==> config.mk <==
export PLATFORM = sky130hd
export DESIGN_NAME = bfe_mean_unit
export DESIGN_NICKNAME = d
export VERILOG_FILES = /design/src/sv/bfe_pkg.sv /design/src/sv/bfe_mean_unit.sv
export SDC_FILE = /design/constraint.sdc
export NUM_CORES = 1
export LEC_CHECK = 0
export BUFFER_PORTS_ARGS = -buffer_cell sky130_fd_sc_hd__buf_2
export CAP_MARGIN = 20
export CORE_MARGIN = 3
export CORE_UTILIZATION = 60
export DETAILED_ROUTE_END_ITERATION = 8
export PLACE_DENSITY = 0.84
export SETUP_SLACK_MARGIN = 0.1
export SKIP_CTS_REPAIR_TIMING = 1
export SYNTH_ARGS = -nofsm -noshare
export SYNTH_HDL_FRONTEND = slang
export SYNTH_SLANG_ARGS = --single-unit
==> constraint.sdc <==
create_clock -name i_clk -period 20 [get_ports i_clk]
set_clock_uncertainty 0.05 [all_clocks]
set_input_delay 2 -clock i_clk [delete_from_list [all_inputs] [get_ports i_clk]]
set_output_delay 2 -clock i_clk [all_outputs]
set_load 0.01 [all_outputs]
==> src/sv/bfe_pkg.sv <==
// Shared types, constants and the divisor reciprocal table of the 3x3 box filter.
`default_nettype none

package bfe_pkg;

    localparam int PIX_W          = 8;
    localparam int CFG_WIDTH_W    = 11;
    localparam int CFG_HEIGHT_W   = 13;
    localparam int CFG_DATA_W     = 13;
    localparam int CFG_IDX_W      = 1;
    localparam int ROW_OUT_W      = 12;
    localparam int COL_OUT_W      = 10;
    localparam int OUT_TDATA_W    = 32;
    localparam int OUT_PAD_W      = OUT_TDATA_W - PIX_W - ROW_OUT_W - COL_OUT_W;
    localparam int SUM_W          = 12;
    localparam int RECIP_W        = 17;
    localparam int RECIP_SHIFT    = 16;
    localparam int DEF_MAX_WIDTH  = 1024;
    localparam int DEF_MAX_HEIGHT = 4096;

    typedef enum logic [CFG_IDX_W-1:0] {
        REG_IMAGE_WIDTH  = 1'b0,
        REG_IMAGE_HEIGHT = 1'b1
    } t_cfg_index;

    // One column of the window: lane 0 current row, lane 1 row above, lane 2 two rows above.
    typedef logic [3*PIX_W-1:0] t_column;
    typedef t_column [2:0] t_window;

    typedef struct packed {
        logic [2:0] col_en;
        logic [2:0] lane_en;
    } t_mean_sel;

    // Rounded-up reciprocal of the pixel count, scaled by 2^16. With sums below 2^12 the
    // truncated product equals the floored quotient for every count that can occur.
    function automatic logic [RECIP_W-1:0] f_recip(input logic [1:0] ncols,
                                                   input logic [1:0] nlanes);
        logic [3:0] count;
        logic [RECIP_W-1:0] r;
        count = 4'(ncols) * 4'(nlanes);
        case (count)
            4'd2:    r = 17'd32768;
            4'd3:    r = 17'd21846;
            4'd4:    r = 17'd16384;
            4'd6:    r = 17'd10923;
            4'd9:    r = 17'd7282;
            default: r = 17'd65536;
        endcase
        return r;
    endfunction

endpackage

`default_nettype wire

==> src/sv/bfe_mean_unit.sv <==
// Two-stage mean unit: masked neighbourhood sum, then multiply by the count reciprocal.
`default_nettype none

module bfe_mean_unit
    import bfe_pkg::*;
(
    input  wire logic             i_clk,
    input  wire logic             i_start,
    input  wire t_window          i_window,
    input  wire t_mean_sel        i_sel,
    output logic      [PIX_W-1:0] o_mean
);

    logic [SUM_W-1:0]         r_sum;
    logic [RECIP_W-1:0]       r_recip;
    logic [SUM_W-1:0]         sum;
    logic [1:0]               ncols;
    logic [1:0]               nlanes;
    logic [SUM_W+RECIP_W-1:0] product;

    always_comb begin
        sum = '0;
        for (int c = 0; c < 3; c++) begin
            for (int l = 0; l < 3; l++) begin
                if (i_sel.col_en[c] && i_sel.lane_en[l]) begin
                    sum = sum + SUM_W'(i_window[c][l*PIX_W +: PIX_W]);
                end
            end
        end
        ncols  = 2'(i_sel.col_en[0]) + 2'(i_sel.col_en[1]) + 2'(i_sel.col_en[2]);
        nlanes = 2'(i_sel.lane_en[0]) + 2'(i_sel.lane_en[1]) + 2'(i_sel.lane_en[2]);
    end

    always_ff @(posedge i_clk) begin
        if (i_start) begin
            r_sum   <= sum;
            r_recip <= f_recip(ncols, nlanes);
        end
    end

    assign product = (SUM_W+RECIP_W)'(r_sum) * (SUM_W+RECIP_W)'(r_recip);

    always_ff @(posedge i_clk) begin
        o_mean <= product[RECIP_SHIFT +: PIX_W];
    end

endmodule

`default_nettype wire

# Word-level counts from Yosys, hierarchy flattened
# Index checks and enable logic that the tools add are counted.
dict set report op_classes {
  muxes 10
  eq_ne 5
  reduce_logical 9
  multipliers 2
  add_sub_neg 12
}
# cell n
set ops {}
lappend ops {{12-bit by 8-bit adder with 12-bit output} 8}
lappend ops {{12-bit two-way mux} 8}
lappend ops {{17-bit one-hot mux with 5 select lines} 1}
lappend ops {{12-bit by 17-bit multiplier with 24-bit output} 1}
lappend ops {{1-bit logical AND} 9}
lappend ops {{4-bit by 2-bit == test with 1-bit output, second input constant} 2}
lappend ops {{4-bit by 3-bit == test with 1-bit output, second input constant} 2}
lappend ops {{8-bit two-way mux} 1}
lappend ops {{1-bit by 1-bit adder with 2-bit output} 2}
lappend ops {{2-bit by 1-bit adder with 2-bit output} 2}
lappend ops {{4-bit == test, second input constant} 1}
lappend ops {{2-bit by 2-bit multiplier with 4-bit output} 1}
dict set report totals {
  regBits 37
  inputBits 80
  out_inout_bits 8
  elab_cells 41
}

# Logic depth before layout (Yosys ltp)
# Gate-level depths: netlist (run 1).
dict set report depth {
  word_depth 18
  ltp_mapped 54
  mapped_depth_nobuf 53
}

# Worst setup path after synthesis (run 1)
# Ideal clock, no wire load.
dict set report synth_timing {
  kind {input to register}
  from {in i_sel[0] (netlist bit)}
  to {reg r_sum[10] (data pin)}
  arrival_time_ps 10262
  cell_stages 51
  slack_ps 9423
  n_path_buf 1
  required_ps 19684
  setup_ps 266
  cell_sequence {clkbuf_1 -> and3_1 -> ha_1 -> inv_1 -> fa_1 -> xnor2_1 -> nand2_1 -> o21ai_0 -> and2_1 -> ha_1 -> a21oi_1 -> nor2b_1 -> nor3b_1 -> o21a_1 -> ha_1 -> o21ai_0 -> nor2_1 -> or3_1 -> [... 15 more ...] -> o21a_1 -> o31ai_1 -> a21oi_1 -> a21o_1 -> inv_1 -> ha_1 -> or3_1 -> a21oi_1 -> a21oi_1 -> ha_1 -> nor2b_1 -> o21ai_0 -> a21oi_1 -> nor2b_1 -> o21ai_0 -> a21oi_1 -> a21oi_1 -> xor2_1}
}
dict set report synth_between {
  elab_chain_len 18
  elab_cells_between_ends 20
  classes_between {add/sub: 8; mux: 9; reduce/logical: 3}
}
# item line_no
set synth_rtl {}
lappend synth_rtl {{from (decl)} bfe_mean_unit.sv:10} ;# input wire t_mean_sel i_sel,
lappend synth_rtl {{1-bit logical AND} bfe_mean_unit.sv:25} ;# if (i_sel.col_en[c] && i_sel.lane_en[l]) begin
lappend synth_rtl {{8-bit two-way mux} bfe_mean_unit.sv:25}
lappend synth_rtl {{12-bit by 8-bit adder with 12-bit output} bfe_mean_unit.sv:26} ;# sum = sum + SUM_W'(i_window[c][l*PIX_W +: PIX_W]);
lappend synth_rtl {{12-bit two-way mux} bfe_mean_unit.sv:25}
lappend synth_rtl {{12-bit by 8-bit adder with 12-bit output} bfe_mean_unit.sv:26}
lappend synth_rtl {{12-bit two-way mux} bfe_mean_unit.sv:25}
lappend synth_rtl {{12-bit by 8-bit adder with 12-bit output} bfe_mean_unit.sv:26}
lappend synth_rtl {{12-bit two-way mux} bfe_mean_unit.sv:25}
lappend synth_rtl {{[... 3 more ...]} --}
lappend synth_rtl {{12-bit two-way mux} bfe_mean_unit.sv:25}
lappend synth_rtl {{12-bit by 8-bit adder with 12-bit output} bfe_mean_unit.sv:26}
lappend synth_rtl {{12-bit two-way mux (*)} bfe_mean_unit.sv:25}
lappend synth_rtl {{12-bit by 8-bit adder with 12-bit output} bfe_mean_unit.sv:26}
lappend synth_rtl {{12-bit two-way mux (*)} bfe_mean_unit.sv:25}
lappend synth_rtl {{12-bit by 8-bit adder with 12-bit output} bfe_mean_unit.sv:26}
lappend synth_rtl {{12-bit two-way mux (*)} bfe_mean_unit.sv:25}
lappend synth_rtl {{net sum[10]} bfe_mean_unit.sv:16} ;# logic [SUM_W-1:0] sum;
lappend synth_rtl {{to (signal assigned)} bfe_mean_unit.sv:36} ;# r_sum <= sum;
lappend synth_rtl {{to (decl)} bfe_mean_unit.sv:14} ;# logic [SUM_W-1:0] r_sum;
# The timed path passes the listed nets; every way through them passes the cells marked *.
# A chain may end at the register's enable or synchronous reset.

# Worst setup path in the final report (run 1)
# Ends and elaborated chain as after synthesis.

==> flow_summary.json, run 1 <==
{
  "required_ns": 19.95,
  "max_freq_mhz": 88.9,
  "setup_viol": 0,
  "die_x_um": 130,
  "grt_overflow_total": 0,
  "drc": 0,
  "antenna_cells": 0,
  "place_congestion": 1.02,
  "core-area_um2": 14800,
  "drt_wl_total_um": 20400,
  "yosysSeqAreaShare_pct": 8.29,
  "rsz0062_at_grt": "no",
  "finalWorstSetupSlack_ns": 8.75,
  "die_y_um": 130,
  "syn_avg_cell_area_um2": 8.80,
  "drive_gt1_share_pct": 11.3,
  "viasPerCell": 5.66,
  "place_ws_ns": 8.49,
  "initial_core_util_pct": 62.2,
  "hold_class": "register to register",
  "vias": 7341,
  "crit_path_max_fanout": 16,
  "synth_ff_type": "edfxtp_1",
  "cts_inserted_buffers": 3,
  "fin_nets": 1440,
  "startpoint_type": "input pin",
  "dp_hpwl_um": 17800,
  "htree_levels": 1,
  "synth_fp_nets": 1367,
  "clkLatencyLatePin_ns": 0.27,
  "cts_sinks": 28,
  "drtIter0Drc": 448,
  "fin_crit_ns": 11.25,
  "root_buffer": "clkbuf_16",
  "pin_count": 88,
  "maxSlewViolCount": 0,
  "synth.ff_latch_count": 28,
  "dieArea_um2": 16800,
  "critPathArrivalTime_ns": 11.21,
  "design_area_um2": 9850,
  "dr.pass1.iters": 4,
  "finalSetupTns_ns": 0,
  "worstMarginPinSlew_ns": 0.591,
  "wl_per_cell_um": 15.8,
  "syn-cell-area_um2": 9170,
  "worstSetupPathType": "input pin to register",
  "cap_violations": 0,
  "grt_max_degree": 21,
  "post-route-period-util_pct": 56.3,
  "placement.cell_area_um2": 9760,
  "syn_inst": 1042,
  "mostFrequentLayoutCells": "inv_1, fa_1, ha_1",
  "cts_tree": "built",
  "fin_cells": 1298,
  "antenna_found_initial": 0,
  "synthToLayoutAreaGrowth_pct": 7.41,
  "portBuffers": 87,
  "slowest_delay_ns": 0.43,
  "endpoint_kind": "register",
  "row_count": 44,
  "final_common_cell": "inv_1",
  "ant_nets": 0,
  "clk_path_buf_depth": 2,
  "track_usage_pct": 25.2,
  "ys_types": 64,
  "clkTransAtPathRegs_ns": 0.07,
  "final_hold_viol_count": 0,
  "placedCellCount": 1294,
  "synth_edf_count": 20,
  "relSlewSlack_pct": 60.1,
  "async_reset_ff_share_pct": 0,
  "yosysWarnings": 0,
  "cpMaxStageDelayCell": "fa_1",
  "outcome": "completed",
  "grt_pass1_wl_um": 34200,
  "grt_pass1_vias": 7533
}
==> worst paths after layout <==
path | start | endpoint | slack, ns | depth (start not counted)
max | i_sel[0] | r_sum[10] | 8.75 | 51
min | r_sum[7] | o_mean[7] | 1.00 | 4
max reg2reg | r_recip[12] | o_mean[7] | 13.95 | 23
min reg2reg | r_sum[7] | o_mean[7] | 1.00 | 4
==> registers in the layout (all words and copies together), names as in the netlist <==
| register | cells |
|---|---|
| r_sum | 12 |
| o_mean | 8 |
| r_recip | 8 |
==> final cells by class <==
type,instances,area (µm²)
sequential,28,761
timing repair buffer,87,435
multi-input combinational,814,7660
inverter,181,679
fill,1186,4900
clock buffer,4,88.8
tap,184,230
==> stage by stage <==
stage | utilization (%) | hold slack [ns]
6_report | 66.8 | 1.00
5_1_grt | 66.8 | 1.05
4_1_cts | 66.8 | 0.994
3_5_place_dp | 66.2 | 0.960
2_1_floorplan | - | 0.823
3_3_place_gp | 66.2 | 0.958
==> routing by layer <==
layer | vias to the layer above | part of all wire [%] | routed length (µm) | GRT usage (%)
met5 | - | 0 | 0 | 0
met2 | 238 | 49 | 10100 | 44.6
met3 | 52 | 6.1 | 1260 | 3.54
li1 | 3561 | - | - | -
met1 | 3490 | 42 | 8590 | 32.9
met4 | 0 | 2.5 | 515 | 5.68
==> cells in the mapped netlist (8+ instances only) <==
cell type	instances	area, µm²
xnor2_1	30	263
inv_1	181	679
o21a_1	23	173
mux2_2	17	191
clkbuf_1	15	56.3
nor2_1	54	203
edfxtp_1	20	601
and3_1	9	56.3
nor3_1	9	45.0
fa_1	135	2700
nor2b_1	18	113
xor2_1	17	149
dfxtp_1	8	160
a31oi_1	8	50.1
a21oi_1	55	275
ha_1	110	1380
nand2_1	86	323
and2_1	73	457
o21ai_0	46	230
a21o_1	24	180
==> worst max-delay path, delay by kind of cell <==
family,cells,cell delay (ns)
xor gates and xnor gates,2,0.32
AOI/OAI and AO/OA,22,3.28
buffers and inverters,4,0.41
and+or+nand+nor,14,2.37
adders and majority gates,9,2.80
==> logic make-up (layout without fill, tap and decap cells) <==
kind of cell / after synthesis / count (layout) / synth area share, %
adder cells (fa/ha/maj): 246 / 246 / 44.6
multiplexers: 23 / 23 / 2.74
XOR/XNOR: 52 / 52 / 5.62
flip-flops: 28 / 28 / 8.29
buffers and inverters: 200 / 272 / 8.23
AND/OR/NAND/NOR: 283 / 283 / 15.5
AO/OA/AOI/OAI: 210 / 210 / 15.0
Power of run 1 is left out: the tool's default activity adds up to more than one toggle a clock period on the data nets, which glitch-free logic cannot reach.
==> inputs of run 2 (changes only) <==
==> constraint.sdc (replaced) <==
create_clock -name i_clk -period 11.15 [get_ports i_clk]
set_clock_uncertainty 0.05 [all_clocks]
set_input_delay 1.115 -clock i_clk [delete_from_list [all_inputs] [get_ports i_clk]]
set_output_delay 1.115 -clock i_clk [all_outputs]
set_load 0.01 [all_outputs]
==> run 2 against run 1 <==
Register-to-register slack worse by 8.9 ns; utilization up 0.068 points; first-iteration DRC count grew 3.6%.
==> flow_summary.json, run 2 (synthesized netlist as in run 1, its figures left out) <==
{
  "crit_path_frequent_cell": "ha_1",
  "ant_nets": 0,
  "critPathArrivalTime_ns": 10.22,
  "drt_wl_total_um": 20600,
  "grt_pass1_wl_um": 34800,
  "hold_class": "register to register",
  "root_buffer": "clkbuf_16",
  "grt_pass1_vias": 7510,
  "grt_overflow_total": 0,
  "largest_reg_flops": 12,
  "cap_violations": 0,
  "dr.pass1.iters": 7,
  "r2r-end": "o_mean[7]",
  "clkTransAtPathRegs_ns": 0.07,
  "worstMarginPinSlew_ns": 0.572,
  "row_count": 44,
  "fin_crit_ns": 10.26,
  "portBuffers": 87,
  "drive_gt1_share_pct": 11.5,
  "die_y_um": 130,
  "crit_path_max_fanout": 16,
  "cts_inserted_buffers": 3,
  "crit_end": "r_sum[10]",
  "dp_hpwl_um": 17800,
  "worstSetupPathType": "input pin to register",
  "core-area_um2": 14800,
  "clk_path_buf_depth": 2,
  "cts_sinks": 28,
  "fin_nets": 1440,
  "cts_tree": "built",
  "slowest_delay_ns": 0.43,
  "mostFrequentLayoutCells": "inv_1, fa_1, ha_1",
  "antenna_found_initial": 0,
  "synthToLayoutAreaGrowth_pct": 7.52,
  "clkLatencyLatePin_ns": 0.27,
  "final_hold_viol_count": 0,
  "startpoint_type": "input pin",
  "track_usage_pct": 25.5,
  "dieArea_um2": 16800,
  "r2r_cells": 23,
  "final_common_cell": "inv_1",
  "reg.largest.list": "r_sum (12), o_mean (8), r_recip (8)",
  "place_congestion": 1.02,
  "setup_viol": 0,
  "drtIter0Drc": 464,
  "antenna_cells": 0,
  "regToRegStartpoint": "r_recip[12]",
  "outcome": "completed",
  "required_ns": 11.11,
  "drc": 0,
  "viasPerCell": 5.66,
  "max_freq_mhz": 97.5,
  "wl_per_cell_um": 15.9,
  "initial_core_util_pct": 62.2,
  "endpoint_kind": "register",
  "grt_max_degree": 21,
  "finalSetupTns_ns": 0,
  "pin_count": 88,
  "crit_path_start": "i_sel[0]",
  "cpMaxStageDelayCell": "fa_1",
  "relSlewSlack_pct": 61.4,
  "reg2reg_slack_ns": 5.07,
  "die_x_um": 130,
  "rsz0062_at_grt": "no",
  "post-route-period-util_pct": 92.0,
  "vias": 7346,
  "maxSlewViolCount": 0,
  "htree_levels": 1,
  "regMostFlops": "r_sum"
}
## run 2: cell counts in the layout (fill, tap and decap cells not counted)
No cell type changed its count.
## run 2: layer usage
metal / up-vias / GRT usage [%] / part of all wire (%)
li1: 3563 / - / -
met2: 222 / 45.6 / 50
met1: 3530 / 34.2 / 42
met4: 0 / 4.28 / 1.3
met5: - / 0 / 0
met3: 31 / 2.76 / 6.0
## run 2: cell type report
class / count / area, µm²
multi-input cells: 814 / 7670
fillers: 1224 / 4890
flip-flops and latches: 28 / 761
inverters: 181 / 679
repair buffers: 87 / 435
well taps: 184 / 230
clock buffers: 4 / 88.8
## run 2: critical path: cells and delay by family
kind | cells | cell delay [ns]
xor+xnor | 2 | 0.32
compound gates | 27 | 3.66
fa+ha+maj | 9 | 2.89
buf+inv | 5 | 0.48
mux | 1 | 0.17
simple gates | 9 | 1.59
## run 2: worst min path at each step
stage | from | endpoint | slack (ns) | cells after the start
floorplan | r_sum[7] | o_mean[7] | 0.82 | 4
global placement | r_sum[7] | o_mean[7] | 0.96 | 4
detailed placement | r_sum[7] | o_mean[7] | 0.97 | 4
CTS | r_sum[7] | o_mean[7] | 0.99 | 4
global route | r_sum[7] | o_mean[7] | 1.05 | 4
finish | r_sum[7] | o_mean[7] | 1.01 | 4
## run 2: metrics by stage
stage          std cells  util [%]  instance area (µm²)  hold WS (ns)  worst slack (ns)
2_1_floorplan       1042         -                 9170         0.823              1.46
4_1_cts             1298      66.8                 9850         0.986             0.815
6_report            1298      66.8                 9860          1.01             0.892
3_5_place_dp        1294      66.2                 9760         0.973             0.567
3_3_place_gp        1294      66.2                 9760         0.958             0.857
5_1_grt             1298      66.8                 9860          1.05             0.130
Power of run 2 is left out for the same reason.
